File: src/hdl/fce_pkg.sv
// Shared types and constants for the flash controller unlock/erase block.
package fce_pkg;

  typedef logic [3:0] word_idx_t;

  localparam logic [31:0] KEY_ONE     = 32'h4567_0123;
  localparam logic [31:0] KEY_TWO     = 32'hcdef_89ab;
  localparam logic [31:0] OPT_KEY_ONE = 32'h0819_2a3b;
  localparam logic [31:0] OPT_KEY_TWO = 32'h4c5d_6e7f;

  localparam word_idx_t W_KEY     = 4'd2;
  localparam word_idx_t W_OPTKEY  = 4'd3;
  localparam word_idx_t W_STATUS  = 4'd4;
  localparam word_idx_t W_CONTROL = 4'd5;

  localparam int BIT_LOCK    = 31;
  localparam int BIT_OPTLOCK = 30;
  localparam int BIT_BUSY    = 16;
  localparam int BIT_EOP     = 0;
  localparam int BIT_PER     = 1;
  localparam int BIT_BANK    = 11;
  localparam int BIT_START   = 16;
  localparam int PAGE_LSB    = 3;
  localparam int PAGE_BITS   = 7;

  localparam logic [31:0] CONTROL_RESET = 32'hc000_0000;

  localparam logic [1:0] CFG_FLASH_BASE = 2'd0;
  localparam logic [1:0] CFG_BANK_SIZE  = 2'd1;
  localparam logic [1:0] CFG_PAGE_SIZE  = 2'd2;

  localparam logic [31:0] FLASH_BASE_RESET = 32'h0800_0000;
  localparam logic [31:0] BANK_SIZE_RESET  = 32'h0004_0000;
  localparam logic [31:0] PAGE_SIZE_RESET  = 32'h0000_0800;

  typedef struct packed {
    logic [31:0] flash_base;
    logic [31:0] bank_size;
    logic [31:0] page_size;
  } cfg_t;

  typedef struct packed {
    logic [31:0] rdata;
    logic        erase_request;
    logic [31:0] erase_address;
  } result_t;

endpackage

File: src/hdl/fce_cfg.sv
// APB configuration registers: flash base, bank size, page size.
module fce_cfg
  import fce_pkg::*;
(
  input  logic        clk,
  input  logic        rst,
  input  logic        psel,
  input  logic        penable,
  input  logic        pwrite,
  input  logic [3:0]  paddr,
  input  logic [31:0] pwdata,
  output logic [31:0] prdata,
  output logic        pready,
  output cfg_t        cfg
);

  cfg_t regs;
  logic wr_en;

  assign pready = 1'b1;
  assign wr_en  = psel && penable && pwrite;
  assign cfg    = regs;

  always_ff @(posedge clk) begin
    if (rst) begin
      regs.flash_base <= FLASH_BASE_RESET;
      regs.bank_size  <= BANK_SIZE_RESET;
      regs.page_size  <= PAGE_SIZE_RESET;
    end else if (wr_en) begin
      case (paddr[3:2])
        CFG_FLASH_BASE: regs.flash_base <= pwdata;
        CFG_BANK_SIZE:  regs.bank_size  <= pwdata;
        CFG_PAGE_SIZE:  regs.page_size  <= pwdata;
        default: ;
      endcase
    end
  end

  always_comb begin
    case (paddr[3:2])
      CFG_FLASH_BASE: prdata = regs.flash_base;
      CFG_BANK_SIZE:  prdata = regs.bank_size;
      CFG_PAGE_SIZE:  prdata = regs.page_size;
      default:        prdata = '0;
    endcase
  end

endmodule

File: src/hdl/fce_core.sv
// Register words, key sequencers and erase address for one bus word per cycle while go is high.
module fce_core
  import fce_pkg::*;
#(
  parameter int REGISTER_WORDS = 16
) (
  input  logic        clk,
  input  logic        rst,
  input  logic        go,
  input  logic        mode,
  input  logic [5:0]  offset,
  input  logic [31:0] wdata,
  input  logic [31:0] wmask,
  input  logic        erase_ok,
  input  cfg_t        cfg,
  output result_t     res
);

  localparam int STORED = (REGISTER_WORDS < 16) ? REGISTER_WORDS : 16;
  localparam int WIDX   = $clog2(STORED);
  localparam logic [WIDX-1:0] I_STATUS  = WIDX'(W_STATUS);
  localparam logic [WIDX-1:0] I_CONTROL = WIDX'(W_CONTROL);

  logic [31:0] words      [STORED];
  logic [31:0] words_next [STORED];
  logic        key_progress, key_progress_next;
  logic        opt_progress, opt_progress_next;

  word_idx_t       w;
  logic [WIDX-1:0] wi;
  logic            in_range;
  logic [31:0]     old, merged, ctrl_old;
  logic            bank;
  logic [PAGE_BITS-1:0] page;
  logic [31:0]     page_off;
  logic [31:0]     target;

  assign w        = offset[5:2];
  assign wi       = w[WIDX-1:0];
  assign in_range = ({28'b0, w} < 32'(STORED));
  assign old      = words[wi];
  assign merged   = (old & ~wmask) | (wdata & wmask);
  assign ctrl_old = words[I_CONTROL];

  assign bank     = merged[BIT_BANK];
  assign page     = merged[PAGE_LSB +: PAGE_BITS];
  assign page_off = 32'(page) * cfg.page_size;
  assign target   = cfg.flash_base + (bank ? cfg.bank_size : 32'b0) + page_off;

  always_comb begin
    words_next        = words;
    key_progress_next = key_progress;
    opt_progress_next = opt_progress;
    res               = '0;
    if (!mode) begin
      if (in_range && w != W_KEY && w != W_OPTKEY) begin
        if (w == W_STATUS) begin
          words_next[I_STATUS][BIT_BUSY] = 1'b0;
          res.rdata = old & ~(32'b1 << BIT_BUSY);
        end else begin
          res.rdata = old;
        end
      end
    end else if (in_range) begin
      case (w)
        W_KEY: begin
          if (wdata == KEY_ONE) begin
            key_progress_next = 1'b1;
          end else if (key_progress && wdata == KEY_TWO) begin
            words_next[I_CONTROL][BIT_LOCK] = 1'b0;
            key_progress_next = 1'b0;
          end else begin
            key_progress_next = 1'b0;
          end
          words_next[wi] = '0;
        end
        W_OPTKEY: begin
          if (wdata == OPT_KEY_ONE) begin
            opt_progress_next = 1'b1;
          end else if (opt_progress && wdata == OPT_KEY_TWO) begin
            words_next[I_CONTROL][BIT_OPTLOCK] = 1'b0;
            opt_progress_next = 1'b0;
          end else begin
            opt_progress_next = 1'b0;
          end
          words_next[wi] = '0;
        end
        W_STATUS: begin
          words_next[I_STATUS] = old & ~(wdata & wmask) & ~(32'b1 << BIT_BUSY);
        end
        W_CONTROL: begin
          if (!ctrl_old[BIT_LOCK]) begin
            words_next[I_CONTROL] = merged;
            if (merged[BIT_PER] && merged[BIT_START]) begin
              res.erase_request = 1'b1;
              res.erase_address = target;
              words_next[I_STATUS][BIT_BUSY] = 1'b0;
              if (erase_ok) begin
                words_next[I_STATUS][BIT_EOP] = 1'b1;
              end
            end
          end
        end
        default: begin
          words_next[wi] = merged;
        end
      endcase
    end
  end

  always_ff @(posedge clk) begin
    if (rst) begin
      for (int i = 0; i < STORED; i++) begin
        words[i] <= (i == int'(I_CONTROL)) ? CONTROL_RESET : '0;
      end
      key_progress     <= 1'b0;
      opt_progress     <= 1'b0;
    end else if (go) begin
      words        <= words_next;
      key_progress <= key_progress_next;
      opt_progress <= opt_progress_next;
    end
  end

  a_erase_unlocked: assert property (@(posedge clk) disable iff (rst)
    go && res.erase_request |-> !ctrl_old[BIT_LOCK])
    else $error("erase requested while control locked");

  a_busy_clear: assert property (@(posedge clk) disable iff (rst)
    !words[I_STATUS][BIT_BUSY])
    else $error("status busy bit visible");

  a_unlock_by_key: assert property (@(posedge clk) disable iff (rst)
    $fell(words[I_CONTROL][BIT_LOCK]) |-> $past(go && mode && w == W_KEY && key_progress))
    else $error("control lock cleared without key sequence");

  a_locked_holds: assert property (@(posedge clk) disable iff (rst)
    go && mode && w == W_CONTROL && ctrl_old[BIT_LOCK]
    |=> words[I_CONTROL] == $past(words[I_CONTROL]))
    else $error("locked control word changed on write");

endmodule

File: src/hdl/flash_controller_unlock_erase.sv
// Top level: flash controller register block with key unlock and page erase.
// A word goes through the input register, then the result register, to its result word.
// Throughput: one word per cycle unless stalled; the register file update and erase address
// (one 7x32 multiply and two adds) are done in the single stage after the input register.
// Reset (synchronous): pipeline empty, control word C0000000, other words and key
// progress zero, configuration registers back to their defaults.
module flash_controller_unlock_erase
  import fce_pkg::*;
#(
  parameter int REGISTER_WORDS = 16
) (
  input  logic        clk,
  input  logic        rst,
  input  logic        access_valid,
  output logic        access_stall,
  input  logic        mode,
  input  logic [5:0]  offset,
  input  logic [31:0] wdata,
  input  logic [31:0] wmask,
  input  logic        erase_ok,
  output logic        result_valid,
  input  logic        result_stall,
  output logic [31:0] rdata,
  output logic        erase_request,
  output logic [31:0] erase_address,
  input  logic        psel,
  input  logic        penable,
  input  logic        pwrite,
  input  logic [3:0]  paddr,
  input  logic [31:0] pwdata,
  output logic [31:0] prdata,
  output logic        pready
);

  cfg_t    cfg;
  result_t res;
  result_t result;

  logic        item_valid;
  logic        item_mode;
  logic [5:0]  item_offset;
  logic [31:0] item_wdata;
  logic [31:0] item_wmask;
  logic        item_erase_ok;
  logic        out_adv;
  logic        go;

  assign out_adv      = !result_valid || !result_stall;
  assign access_stall = item_valid && !out_adv;
  assign go           = item_valid && out_adv;

  always_ff @(posedge clk) begin
    if (rst) begin
      item_valid <= 1'b0;
    end else if (!item_valid || out_adv) begin
      item_valid <= access_valid;
    end
  end

  always_ff @(posedge clk) begin
    if (access_valid && !access_stall) begin
      item_mode     <= mode;
      item_offset   <= offset;
      item_wdata    <= wdata;
      item_wmask    <= wmask;
      item_erase_ok <= erase_ok;
    end
  end

  always_ff @(posedge clk) begin
    if (rst) begin
      result_valid <= 1'b0;
    end else if (out_adv) begin
      result_valid <= item_valid;
    end
  end

  always_ff @(posedge clk) begin
    if (go) begin
      result <= res;
    end
  end

  assign rdata         = result.rdata;
  assign erase_request = result.erase_request;
  assign erase_address = result.erase_address;

  fce_cfg u_cfg (
    .clk     (clk),
    .rst     (rst),
    .psel    (psel),
    .penable (penable),
    .pwrite  (pwrite),
    .paddr   (paddr),
    .pwdata  (pwdata),
    .prdata  (prdata),
    .pready  (pready),
    .cfg     (cfg)
  );

  fce_core #(
    .REGISTER_WORDS (REGISTER_WORDS)
  ) u_core (
    .clk      (clk),
    .rst      (rst),
    .go       (go),
    .mode     (item_mode),
    .offset   (item_offset),
    .wdata    (item_wdata),
    .wmask    (item_wmask),
    .erase_ok (item_erase_ok),
    .cfg      (cfg),
    .res      (res)
  );

endmodule
File: config.mk
export PLATFORM = sky130hd
export DESIGN_NAME = flash_controller_unlock_erase
export DESIGN_NICKNAME = d
export VERILOG_FILES = /design/src/hdl/fce_pkg.sv /design/src/hdl/fce_cfg.sv /design/src/hdl/fce_core.sv /design/src/hdl/flash_controller_unlock_erase.sv
export SDC_FILE = /design/constraint.sdc
export NUM_CORES = 2
export LEC_CHECK = 0
export ABC_AREA = 1
export ABC_CLOCK_PERIOD_IN_PS = 7000
export BUFFER_PORTS_ARGS = -buffer_cell sky130_fd_sc_hd__buf_4
export CAP_MARGIN = 15
export CORE_MARGIN = 1
export CORE_UTILIZATION = 50
export CTS_BUF_LIST = sky130_fd_sc_hd__clkbuf_8
export DETAILED_ROUTE_END_ITERATION = 8
export PLACE_DENSITY_LB_ADDON = 0.3
export SYNTH_ARGS = -nofsm -noshare
export SYNTH_HDL_FRONTEND = slang
export SYNTH_HIERARCHICAL = 1
export SYNTH_SLANG_ARGS = --single-unit
File: constraint.sdc
create_clock -name clk -period 7 [get_ports clk]
set_input_delay 0 -clock clk [delete_from_list [all_inputs] [get_ports clk]]
set_output_delay 0 -clock clk [all_outputs]
set_load 0.01 [all_outputs]
==> impl_summary.log <==
INFO  metric drt_pre_antenna_iters = 6
INFO  metric seq_power_share = 49.3%
INFO  metric chipHeight = 277 um
INFO  metric cell_count_after_placement = 5693
INFO  metric worstSetupPathType = flip-flop to flip-flop
INFO  metric leakagePower = 19.8 nW
INFO  metric holdCritPathClass = input pin to flip-flop
INFO  metric timing.critical_path.fanout_max = 29
INFO  metric gr-usage-met3 = 5.53%
INFO  metric critPathLaunchType = flip-flop
INFO  metric detail-route-antenna-nets = 0
INFO  metric first_iter_violations = 4020
INFO  metric share_clk_of_total_power = 40.2%
INFO  metric wl_per_cell = 19.9 um
INFO  metric final_area = 44400 um^2
INFO  metric numPortBuffers = 209
INFO  metric worst_path_most_repeated_cell = nand2_1
INFO  metric timing_worst_slew_pin_value = 1.20 ns
INFO  metric start_util = 50.7%
INFO  metric fin_cells = 6110
INFO  metric finalClockSkew = 0.0430 ns
INFO  metric postPlaceCellArea = 39900 um^2
INFO  metric rows = 100
INFO  metric most_frequent_standard_cell_in_the_layout_excluding_fill_and_tap_cells = nand2_1
INFO  metric fin_crit_sh = 94.5%
INFO  metric yosys_warnings = 6
INFO  metric layout.cells.most_common_list = nand2_1 (730), inv_1 (612), dfxtp_1 (612)
INFO  metric internal_power = 6.69 mW
INFO  metric ir_worst_vdd = 0.193 mV
INFO  metric via_count = 34614
INFO  metric gpl.final_weighted_congestion = 0.976
INFO  metric syn-cell-area = 37900 um^2
INFO  metric grt_max_degree = 270
INFO  metric clock-root-buffer = clkbuf_8
INFO  metric cap_viol_max_count = 0
INFO  metric grt.overflow.total = 0
INFO  metric syn_inst = 4734
INFO  metric io-pin-count = 215
INFO  metric finalSetupTns = 0 ns
INFO  metric fill_cells = 6524
INFO  metric insertion_delay = 0.77 ns
INFO  metric final.min_clock_period = 6.62 ns
INFO  metric run_status = complete, no violations
INFO  metric hold_crit_depth = 2
INFO  metric timing.critical_path.slowest_cell_delay = 0.52 ns
INFO  metric setup-violations-final = 0
INFO  metric avgSynthCellArea = 8.00 um^2
INFO  metric design.die.area = 76800 um^2
INFO  metric max-clock-path-buffers = 3
INFO  metric hold_viol = 0
INFO  metric fp.coreArea = 74700 um^2
INFO  metric grt_pass1_vias = 32594
INFO  metric fmax = 0.151 GHz
INFO  metric timing.reg2reg.worst_path_depth = 32
INFO  metric design.final.nets = 5389
INFO  metric routed_via_density = 5.67
INFO  metric cts-buffers-inserted = 116
INFO  metric cts.htree.levels = 3
INFO  metric post-route-drc-count = 0
INFO  metric drv_slew = 0
INFO  metric grt_busiest_layer = met2
INFO  metric hpwl = 78300 um
INFO  metric die-width = 277 um
INFO  metric reg2reg_setup_slack = 0.38 ns
INFO  metric clkTransAtPathRegs = 0.06 ns
INFO  metric cts_tree = done
INFO  metric switchingPower = 2.49 mW
INFO  metric met1_usage = 43.5%
INFO  metric endpoint_kind = flip-flop
INFO  metric p_sw_share = 27.2%
INFO  metric p_per_area = 207 nW/um^2
INFO  metric worst_ep_required_time = 7.51 ns
INFO  metric crit_arrival = 7.13 ns
INFO  metric post_synthesis_to_final_layout_area_growth = 17.2%
INFO  metric drt_wl_total = 122000 um
INFO  metric groute.usage.overall = 31.1%
INFO  metric use_met2 = 47.9%
INFO  metric timing.max_slew.rel_slack = 19.9%
INFO  metric critical-path-slowest-cell = edfxtp_1
INFO  metric mappedNetlistNets = 5080
INFO  metric clock_sink_count = 747
INFO  metric wire_length_of_the_first_global_routing_pass = 188000 um
INFO  metric grt_antenna_before_repair = 2
INFO  metric combinationalPowerShare = 10.5%
INFO  metric post_route_cells_drive_above_1_share = 10.2%
-- power by group through the flow --
| stage | Sequential [mW] | Clock, mW | Combinational [mW] |
|---|---|---|---|
| floorplan | 4.59 | 0 | 0.531 |
| global placement | 4.62 | 0 | 0.837 |
| detailed placement | 4.62 | 0 | 0.844 |
| CTS | 4.52 | 3.73 | 0.928 |
| global route | 4.53 | 3.93 | 1.04 |
| finish | 4.53 | 3.69 | 0.962 |
-- final cells by class --
cell class                      instances  area (um^2)  area share [%]
Multi-Input combinational cell       3096        18000            40.6
Sequential cell                       747        16300            36.7
Timing Repair Buffer                  485         4170            9.40
Inverter                              596         2270            5.11
Clock buffer                          147         2020            4.56
Tap cell                              969         1210            2.73
Clock inverter                         67          352           0.792
Timing Repair inverter                  1         7.51          0.0169
Antenna cell                            2         5.00          0.0113
-- critical path: cells and delay by family, from the launching register on --
kind	cells	cell delay, ns
flip-flops	1	0.52
buffers and inverters	6	0.81
AND/OR/NAND/NOR	12	1.07
AO/OA/AOI/OAI	9	1.72
adder cells (fa/ha/maj)	5	2.26
-- metal layers --
| metal | vias up | routed length [um] |
|---|---|---|
| met5 | - | 0 |
| met4 | 0 | 4670 |
| met3 | 288 | 12200 |
| met2 | 1867 | 53600 |
| met1 | 16250 | 51300 |
| li1 | 16209 | - |
-- final timing paths --
check | end | from
min | item_wdata[16] | wdata[16]
min reg2reg | flip-flop | flip-flop
max | erase_address[28] | item_offset[2]
max reg2reg | erase_address[28] | item_offset[2]
-- per-stage QoR --
stage | utilization [%] | setup slack [ns] | hold slack, ns | power (mW)
2_1_floorplan | - | 0.992 | 0.0624 | 5.12
3_3_place_gp | 53.5 | 0.461 | 0.179 | 5.45
3_5_place_dp | 53.5 | 0.367 | 0.179 | 5.46
4_1_cts | 59.2 | 0.318 | 0.0131 | 9.18
5_1_grt | 59.4 | -0.0193 | 0.00868 | 9.50
6_report | 59.4 | 0.383 | 0.0366 | 9.18
-- what timing repair did --
action | in CTS | in global routing
hold buffers | 192 | 0
endpoints found under the setup margin | 0 | 5
gates resized for setup | 0 | 14
buffers inserted | 0 | 8
endpoints found under the hold margin | 239 | 0
Note: power is estimated with default switching activity, not from simulation.
